$ cat src/hdl/luas_pkg.sv
// Package for the least-used adapter selector: sizes, action and status codes,
// request/response words, the search token and the entry update command.
// Depends on nothing; every other file of the block refers to it by scoped names.
package luas_pkg;

   localparam int MAX_ADAPTERS = 8;
   localparam int COUNT_BITS   = 16;
   localparam int IDX_W        = (MAX_ADAPTERS > 1) ? $clog2(MAX_ADAPTERS) : 1;
   localparam int FILL_W       = $clog2(MAX_ADAPTERS + 1);

   localparam logic [1:0] ACT_ADD      = 2'd0;
   localparam logic [1:0] ACT_ACTIVITY = 2'd1;
   localparam logic [1:0] ACT_SELECT   = 2'd2;
   localparam logic [1:0] ACT_DESELECT = 2'd3;

   localparam logic [2:0] ST_OK        = 3'd0;
   localparam logic [2:0] ST_NOT_FOUND = 3'd1;
   localparam logic [2:0] ST_INVALID   = 3'd2;
   localparam logic [2:0] ST_NO_ACTIVE = 3'd3;
   localparam logic [2:0] ST_UNDERFLOW = 3'd4;
   localparam logic [2:0] ST_FULL      = 3'd5;

   localparam logic [1:0] UPD_ADD  = 2'd0;
   localparam logic [1:0] UPD_FLAG = 2'd1;
   localparam logic [1:0] UPD_INC  = 2'd2;
   localparam logic [1:0] UPD_DEC  = 2'd3;

   typedef logic [COUNT_BITS-1:0] count_type;

   typedef struct packed {
      logic [1:0]  action;
      logic [63:0] adapter_id;
      logic        adapter_active;
   } req_payload_type;

   typedef struct packed {
      logic [2:0]  status;
      logic [63:0] chosen_id;
      logic [15:0] use_count_out;
   } rsp_payload_type;

   // Token that walks the chain: the request plus the running match and minimum.
   typedef struct packed {
      logic             valid;
      logic [1:0]       action;
      logic [63:0]      id;
      logic             active;
      logic             found;
      logic [IDX_W-1:0] found_idx;
      count_type        found_count;
      logic             best_valid;
      logic             best_flag;
      count_type        best_count;
      logic [IDX_W-1:0] best_idx;
      logic [63:0]      best_id;
   } token_type;

   // One entry update, broadcast to all cells after the walk.
   typedef struct packed {
      logic             en;
      logic [1:0]       op;
      logic [IDX_W-1:0] index;
      logic [63:0]      id;
      logic             flag;
   } update_type;

   function automatic count_type sat_inc(input count_type c);
      sat_inc = (c == '1) ? c : c + count_type'(1);
   endfunction

   function automatic logic [15:0] count_out(input count_type c);
      logic [31:0] w;
      w = 32'(c);
      count_out = w[15:0];
   endfunction

endpackage

$ cat src/hdl/least_used_adapter_selector_core.sv
// Top level of the least-used adapter selector: a chain of entry cells and
// the controller that finishes each command. Depends on luas_pkg, luas_cell, luas_ctrl.
//
//   Channel   Ports                         Word moved when
//   --------  ----------------------------  -----------------------------------
//   request   start, busy, req_payload      start high and busy low at the edge
//   response  rsp_strobe, rsp_payload       rsp_strobe high, one cycle each
//
// A command's search token steps through one cell per cycle from acceptance, and
// the controller registers the response and the entry update from the token
// leaving the last cell, so both are shown in the cycle after it leaves.
// Busy drops in the cycle the response is shown, so the next command may be
// accepted at the edge that ends it. Reset is synchronous and active high; it
// empties the table, clears every count and marks every entry inactive. The
// receiver cannot stall, so a response is shown exactly once.
module least_used_adapter_selector_core (
   input  logic                      clock,
   input  logic                      reset,
   input  logic                      start,
   output logic                      busy,
   input  luas_pkg::req_payload_type req_payload,
   output logic                      rsp_strobe,
   output luas_pkg::rsp_payload_type rsp_payload
);

   // Token links: link[i] feeds cell i, link[MAX_ADAPTERS] leaves the last cell.
   luas_pkg::token_type         link [luas_pkg::MAX_ADAPTERS+1];
   luas_pkg::update_type        upd;
   logic [luas_pkg::FILL_W-1:0] entries_filled;

   // The token is injected into the first cell at the acceptance edge, with an
   // empty match and an empty running minimum.
   always_comb begin
      link[0]        = '0;
      link[0].valid  = start && !busy;
      link[0].action = req_payload.action;
      link[0].id     = req_payload.adapter_id;
      link[0].active = req_payload.adapter_active;
   end

   for (genvar g = 0; g < luas_pkg::MAX_ADAPTERS; g++) begin : g_cell
      luas_cell u_cell (
         .clock      (clock),
         .reset      (reset),
         .cell_index (luas_pkg::IDX_W'(g)),
         .filled     (luas_pkg::FILL_W'(g) < entries_filled),
         .tok_in     (link[g]),
         .tok_out    (link[g+1]),
         .upd        (upd)
      );
   end

   // The controller turns the finished token into the response word and the
   // single entry write that the command makes.
   luas_ctrl u_ctrl (
      .clock          (clock),
      .reset          (reset),
      .start          (start),
      .busy           (busy),
      .tok_last       (link[luas_pkg::MAX_ADAPTERS]),
      .entries_filled (entries_filled),
      .upd            (upd),
      .rsp_strobe     (rsp_strobe),
      .rsp_payload    (rsp_payload)
   );

endmodule

$ cat src/hdl/luas_cell.sv
// One cell of the adapter chain: holds one entry and processes the passing token.
// Depends on luas_pkg.
module luas_cell (
   input  logic                       clock,
   input  logic                       reset,
   input  logic [luas_pkg::IDX_W-1:0] cell_index,
   input  logic                       filled,
   input  luas_pkg::token_type        tok_in,
   output luas_pkg::token_type        tok_out,
   input  luas_pkg::update_type       upd
);

   luas_pkg::token_type tok_ff;
   logic [63:0]         id_ff;
   luas_pkg::count_type count_ff;
   logic                inactive_ff;
   logic                hit;
   logic                less;

   always_ff @(posedge clock) begin
      if (reset) begin
         tok_ff.valid <= 1'b0;
      end else begin
         tok_ff.valid <= tok_in.valid;
      end
      tok_ff.action      <= tok_in.action;
      tok_ff.id          <= tok_in.id;
      tok_ff.active      <= tok_in.active;
      tok_ff.found       <= tok_in.found;
      tok_ff.found_idx   <= tok_in.found_idx;
      tok_ff.found_count <= tok_in.found_count;
      tok_ff.best_valid  <= tok_in.best_valid;
      tok_ff.best_flag   <= tok_in.best_flag;
      tok_ff.best_count  <= tok_in.best_count;
      tok_ff.best_idx    <= tok_in.best_idx;
      tok_ff.best_id     <= tok_in.best_id;
   end

   // Entry storage. The id is only ever read once the entry is filled.
   always_ff @(posedge clock) begin
      if (reset) begin
         count_ff    <= '0;
         inactive_ff <= 1'b1;
      end else if (upd.en && upd.index == cell_index) begin
         case (upd.op)
            luas_pkg::UPD_ADD: begin
               count_ff    <= '0;
               inactive_ff <= 1'b1;
            end
            luas_pkg::UPD_FLAG: inactive_ff <= upd.flag;
            luas_pkg::UPD_INC:  count_ff <= luas_pkg::sat_inc(count_ff);
            default:            count_ff <= count_ff - luas_pkg::count_type'(1);
         endcase
      end
   end

   always_ff @(posedge clock) begin
      if (upd.en && upd.index == cell_index && upd.op == luas_pkg::UPD_ADD) begin
         id_ff <= upd.id;
      end
   end

   assign hit  = filled && !tok_ff.found && (id_ff == tok_ff.id);
   assign less = (inactive_ff < tok_ff.best_flag) ||
                 ((inactive_ff == tok_ff.best_flag) && (count_ff < tok_ff.best_count));

   always_comb begin
      tok_out = tok_ff;
      if (hit) begin
         tok_out.found       = 1'b1;
         tok_out.found_idx   = cell_index;
         tok_out.found_count = count_ff;
      end
      if (filled && (!tok_ff.best_valid || less)) begin
         tok_out.best_valid = 1'b1;
         tok_out.best_flag  = inactive_ff;
         tok_out.best_count = count_ff;
         tok_out.best_idx   = cell_index;
         tok_out.best_id    = id_ff;
      end
   end

endmodule

$ cat src/hdl/luas_ctrl.sv
// Controller for the adapter chain: tracks busy and the fill count, decides the
// response from the token leaving the last cell and issues the entry update.
// Depends on luas_pkg.
module luas_ctrl (
   input  logic                        clock,
   input  logic                        reset,
   input  logic                        start,
   output logic                        busy,
   input  luas_pkg::token_type         tok_last,
   output logic [luas_pkg::FILL_W-1:0] entries_filled,
   output luas_pkg::update_type        upd,
   output logic                        rsp_strobe,
   output luas_pkg::rsp_payload_type   rsp_payload
);

   logic                        busy_ff;
   logic [luas_pkg::FILL_W-1:0] filled_ff, filled_in;
   luas_pkg::update_type        upd_ff, upd_in;
   logic                        strobe_ff;
   luas_pkg::rsp_payload_type   rsp_ff, rsp_in;
   luas_pkg::count_type         inc_found;
   luas_pkg::count_type         inc_best;

   assign inc_found = luas_pkg::sat_inc(tok_last.found_count);
   assign inc_best  = luas_pkg::sat_inc(tok_last.best_count);

   always_comb begin
      filled_in  = filled_ff;
      upd_in     = '0;
      upd_in.id  = tok_last.id;
      rsp_in     = '0;
      unique case (tok_last.action)
         luas_pkg::ACT_ADD: begin
            if (tok_last.id == 64'd0) begin
               rsp_in.status = luas_pkg::ST_INVALID;
            end else if (filled_ff == luas_pkg::FILL_W'(luas_pkg::MAX_ADAPTERS)) begin
               rsp_in.status = luas_pkg::ST_FULL;
            end else begin
               rsp_in.status    = luas_pkg::ST_OK;
               rsp_in.chosen_id = tok_last.id;
               upd_in.en        = 1'b1;
               upd_in.op        = luas_pkg::UPD_ADD;
               upd_in.index     = filled_ff[luas_pkg::IDX_W-1:0];
               filled_in        = filled_ff + luas_pkg::FILL_W'(1);
            end
         end
         luas_pkg::ACT_ACTIVITY: begin
            if (!tok_last.found) begin
               rsp_in.status = luas_pkg::ST_NOT_FOUND;
            end else begin
               rsp_in.status        = luas_pkg::ST_OK;
               rsp_in.chosen_id     = tok_last.id;
               rsp_in.use_count_out = luas_pkg::count_out(tok_last.found_count);
               upd_in.en            = 1'b1;
               upd_in.op            = luas_pkg::UPD_FLAG;
               upd_in.index         = tok_last.found_idx;
               upd_in.flag          = !tok_last.active;
            end
         end
         luas_pkg::ACT_SELECT: begin
            if (tok_last.id != 64'd0) begin
               if (!tok_last.found) begin
                  rsp_in.status = luas_pkg::ST_NOT_FOUND;
               end else begin
                  rsp_in.status        = luas_pkg::ST_OK;
                  rsp_in.chosen_id     = tok_last.id;
                  rsp_in.use_count_out = luas_pkg::count_out(inc_found);
                  upd_in.en            = 1'b1;
                  upd_in.op            = luas_pkg::UPD_INC;
                  upd_in.index         = tok_last.found_idx;
               end
            end else if (!tok_last.best_valid || tok_last.best_flag) begin
               rsp_in.status = luas_pkg::ST_NO_ACTIVE;
            end else begin
               rsp_in.status        = luas_pkg::ST_OK;
               rsp_in.chosen_id     = tok_last.best_id;
               rsp_in.use_count_out = luas_pkg::count_out(inc_best);
               upd_in.en            = 1'b1;
               upd_in.op            = luas_pkg::UPD_INC;
               upd_in.index         = tok_last.best_idx;
            end
         end
         default: begin
            if (tok_last.id == 64'd0) begin
               rsp_in.status = luas_pkg::ST_INVALID;
            end else if (!tok_last.found) begin
               rsp_in.status = luas_pkg::ST_NOT_FOUND;
            end else if (tok_last.found_count == '0) begin
               rsp_in.status = luas_pkg::ST_UNDERFLOW;
            end else begin
               rsp_in.status        = luas_pkg::ST_OK;
               rsp_in.chosen_id     = tok_last.id;
               rsp_in.use_count_out = luas_pkg::count_out(
                  tok_last.found_count - luas_pkg::count_type'(1));
               upd_in.en            = 1'b1;
               upd_in.op            = luas_pkg::UPD_DEC;
               upd_in.index         = tok_last.found_idx;
            end
         end
      endcase
   end

   always_ff @(posedge clock) begin
      if (reset) begin
         busy_ff   <= 1'b0;
         filled_ff <= '0;
         upd_ff.en <= 1'b0;
         strobe_ff <= 1'b0;
      end else begin
         if (tok_last.valid) begin
            busy_ff   <= 1'b0;
            filled_ff <= filled_in;
         end else if (start && !busy_ff) begin
            busy_ff <= 1'b1;
         end
         upd_ff.en <= tok_last.valid && upd_in.en;
         strobe_ff <= tok_last.valid;
      end
      upd_ff.op    <= upd_in.op;
      upd_ff.index <= upd_in.index;
      upd_ff.id    <= upd_in.id;
      upd_ff.flag  <= upd_in.flag;
      if (tok_last.valid) begin
         rsp_ff <= rsp_in;
      end
   end

   assign busy           = busy_ff;
   assign entries_filled = filled_ff;
   assign upd            = upd_ff;
   assign rsp_strobe     = strobe_ff;
   assign rsp_payload    = rsp_ff;

endmodule
$ cat config.mk
export PLATFORM = sky130hd
export DESIGN_NAME = least_used_adapter_selector_core
export DESIGN_NICKNAME = d
export VERILOG_FILES = /design/src/hdl/luas_pkg.sv /design/src/hdl/least_used_adapter_selector_core.sv /design/src/hdl/luas_cell.sv /design/src/hdl/luas_ctrl.sv
export SDC_FILE = /design/constraint.sdc
export NUM_CORES = 2
export LEC_CHECK = 0
export BUFFER_PORTS_ARGS = -buffer_cell sky130_fd_sc_hd__buf_4
export CORE_ASPECT_RATIO = 1.75
export CORE_MARGIN = 1.5
export CORE_UTILIZATION = 55
export DETAILED_ROUTE_END_ITERATION = 8
export PLACE_DENSITY = 0.74
export SYNTH_ARGS = -nofsm -noshare
export SYNTH_HDL_FRONTEND = slang
export SYNTH_HIERARCHICAL = 1
export SYNTH_SLANG_ARGS = --single-unit
$ cat constraint.sdc
create_clock -name clock -period 16.5 [get_ports clock]
set_clock_uncertainty 0.15 [all_clocks]
set_input_delay 3.3 -clock clock [delete_from_list [all_inputs] [get_ports clock]]
set_output_delay 3.3 -clock clock [all_outputs]
set_load 0.03 [all_outputs]
==> qor.csv <==
metric,value,unit
Worst-Margin Slew,1.345,ns
Die Span Y,533.4,µm
WL per Instance,23.97,µm
TritonCTS buffer count,191,
Worst-Skew Late Latency,0.85,ns
GP Congestion,0.9343,
crit path max fanout,20,
final-stage net count,7363,
final global-route overflow total,0,
fmax,0.1694,GHz
power density over the cells,114.3,nW/µm²
VDD IR max,0.08983,mV
TNS Setup,0,ns
Fin. Hold Viols,0,
CTS resizes,0,
Critical Path Sink Type,register,
vias in the first global route,53450,
Final ANT Viol Nets,0,
max-slew violation count,0,
multi-input logic area,32560,µm²
pin count of the biggest net entering global routing,89,
HP Class,register to register,
static leakage,0.03802,µW
dpl cell area,87960,µm²
FF/Latch Area,49850,µm²
Worst EP required,16.88,ns
port bufs,154,
final setup fails,0,
number of synthesized flops with an enable pin,595,
Finished Cell Area,94150,µm²
clock root cell,clkbuf_16,
Routed WL,221.8,mm
DP HPWL,165.9,mm
cells after synthesis,7267,
worst-case clock buffer depth,4,
Synth Flop Type,dfxtp_1,
filler instances,12580,
core area,159700,µm²
status,finished clean,
Syn Std Cell Area,88400,µm²
Tcrit/Tclk final,35.77,%
first-pass GRT wire length,331.0,mm
H-Tree Depth,4,
RSZ-0062 raised after global routing,false,
Tmin final,5.902,ns
Yosys cell types,89,
yosys warns,6,
CTS tree,done,
gr usage total,26.60,%
Clock Pin Slew Worst Setup and Hold Paths,0.07,ns
Max Cap Viol,0,
CTS Hold Bufs,0,
Top Ports,155,
postcts setup bufs,0,
Area Overhead vs Synth,6.506,%
drc violations,0,
most common cell in the netlist,dfxtp_1,
syn_area_per_cell,12.16,µm²
vias per cell,5.723,
routed vias,52960,
Yosys reg bits,2192,
die span in x,306.1,µm
Async SR Flop Fraction,0,%
FP Rows,194,
Synth area leader,dfxtp_1,
Initial Utilization,55.35,%
clock tree sinks,2192,
share of layout cells above drive strength 1,18.12,%
die area,163200,µm²
register area share after synthesis,56.38,%
Synth top area share,36.16,%
Area contributors post-synth,"dfxtp_1 (36%), edfxtp_1 (20%), mux2_2 (5.9%)",
Slew headroom,9.734,%
First DRT Iteration DRCs,3646,
Startpoint Class,register,
kind of critical path,register to register,
initial antenna violation count,3,
first-pass iteration count of the detailed router,5,
Worst EP arrival,6.28,ns
Final Power,10770,µW
most common library cells after synthesis,"dfxtp_1 (1597), edfxtp_1 (595), buf_4 (572), mux2_2 (463), inv_1 (370)",
-- cell families (layout without fill, tap and decap cells) --
logic type,count (synthesis),count (layout),share of synthesized area (%)
compound gates,1107,1107,8.901
xor+xnor,468,468,4.637
fa+ha+maj,253,253,3.649
buf+inv,1177,927,7.741
flops,2192,2192,56.38
mux,750,750,10.69
other cells,2,180,0.008495
simple gates,1318,1318,8.001
-- critical path, stage by stage (launching register included) --
cell      delay, ns
dfxtp_1        0.65
xor2_1         0.14
nor4_1         0.36
nand4_1        0.31
nor4_1         0.34
nand4_1        0.14
buf_4          0.27
mux2_4         0.39
inv_1          0.10
ha_1           0.20
nor3b_1        0.56
and4_1         0.42
a21o_1         0.33
nand2b_1       0.51
o21ai_0        0.21
a2111o_1       0.45
-- power by group --
| part | total, µW | internal (µW) | switching (µW) |
|---|---|---|---|
| clock network | 4450 | 2470 | 1980 |
| registers | 5880 | 5710 | 168 |
| logic | 434 | 212 | 222 |
| total | 10800 | 8400 | 2370 |
-- sequential cells by signal, indices dropped and copies added, names as in the netlist --
register,count
g_cell.u_cell/count_ff,128
g_cell.u_cell/id_ff,512
g_cell.u_cell/inactive_ff,8
g_cell.u_cell/tok_ff,840
g_cell.u_cell/tok_out,544
u_ctrl/busy,1
u_ctrl/entries_filled,4
u_ctrl/rsp_payload,83
u_ctrl/rsp_strobe,1
u_ctrl/upd,71
-- per-layer routing --
layer	share of wire, %	GRT usage [%]	vias up
met5	0	0	-
met4	5.9	14.56	0
met3	4.3	2.827	475
met2	50	46.82	1654
met1	40	31.77	25840
li1	-	-	24990
-- layout by cell type (no fill, tap or decap), types with 21 or more instances in the layout --
| master | netlist | final |
|---|---|---|
| a31oi_1 | 108 | 108 |
| o211ai_1 | 21 | 21 |
| nand2b_1 | 73 | 73 |
| a211oi_1 | 32 | 28 |
| nand3b_1 | 28 | 28 |
| a211o_1 | 101 | 101 |
| nor3_1 | 95 | 87 |
| nor2b_1 | 74 | 74 |
| dfxtp_1 | 1597 | 1594 |
| xor2_1 | 283 | 283 |
| a21o_1 | 60 | 60 |
| clkbuf_1 | 144 | 42 |
| buf_4 | 572 | 211 |
| or3_1 | 40 | 40 |
| clkbuf_16 | 0 | 196 |
| o21ai_0 | 109 | 109 |
| clkinv_2 | 0 | 27 |
| nand3_1 | 145 | 142 |
| nor4_1 | 111 | 110 |
| inv_1 | 370 | 370 |
| a32oi_1 | 25 | 25 |
| o21a_1 | 39 | 38 |
| nand2_1 | 218 | 218 |
| nor2_1 | 200 | 199 |
| a22o_1 | 91 | 91 |
| conb_1 | 2 | 177 |
| nand4_1 | 229 | 229 |
| xnor2_1 | 185 | 185 |
| mux2_2 | 463 | 463 |
| ha_1 | 245 | 245 |
| mux2_4 | 272 | 272 |
| o22ai_1 | 130 | 130 |
| a21oi_1 | 170 | 170 |
| edfxtp_1 | 595 | 595 |
-- per-stage QoR --
step / std cells / setup WS (ns) / hold WS [ns] / utilization, %
2_1_floorplan: 7442 / 10.52 / 0.2497 / -
3_3_place_gp: 8905 / 10.42 / 0.1645 / 55.07
3_5_place_dp: 8905 / 10.43 / 0.1628 / 55.07
4_1_cts: 9250 / 10.68 / 0.1716 / 58.95
5_1_grt: 9251 / 10.38 / 0.1808 / 58.95
6_report: 9253 / 10.60 / 0.1748 / 58.95
-- final cells by class --
| type | count | share of cell area (%) |
|---|---|---|
| repair buffers | 212 | 1.694 |
| clock inverters | 91 | 0.9661 |
| inverters | 370 | 1.475 |
| clock buffers | 254 | 5.604 |
| multi-input cells | 4073 | 34.58 |
| flip-flops and latches | 2192 | 52.94 |
| well taps | 2058 | 2.735 |
| diodes | 3 | 0.007973 |
-- worst paths after layout --
path,start,cells after the start,to,slack (ns)
worst min-delay path,g_cell[3].u_cell/tok_out[117],0,g_cell[4].u_cell/tok_out[117],0.17
worst min register to register,g_cell[3].u_cell/tok_out[117],0,g_cell[4].u_cell/tok_out[117],0.17
worst max-delay path,g_cell[7].u_cell/tok_out[116],15,u_ctrl/rsp_payload[15],10.60
worst max register to register,g_cell[7].u_cell/tok_out[116],15,u_ctrl/rsp_payload[15],10.60
Note: power is estimated with default switching activity, not from simulation.
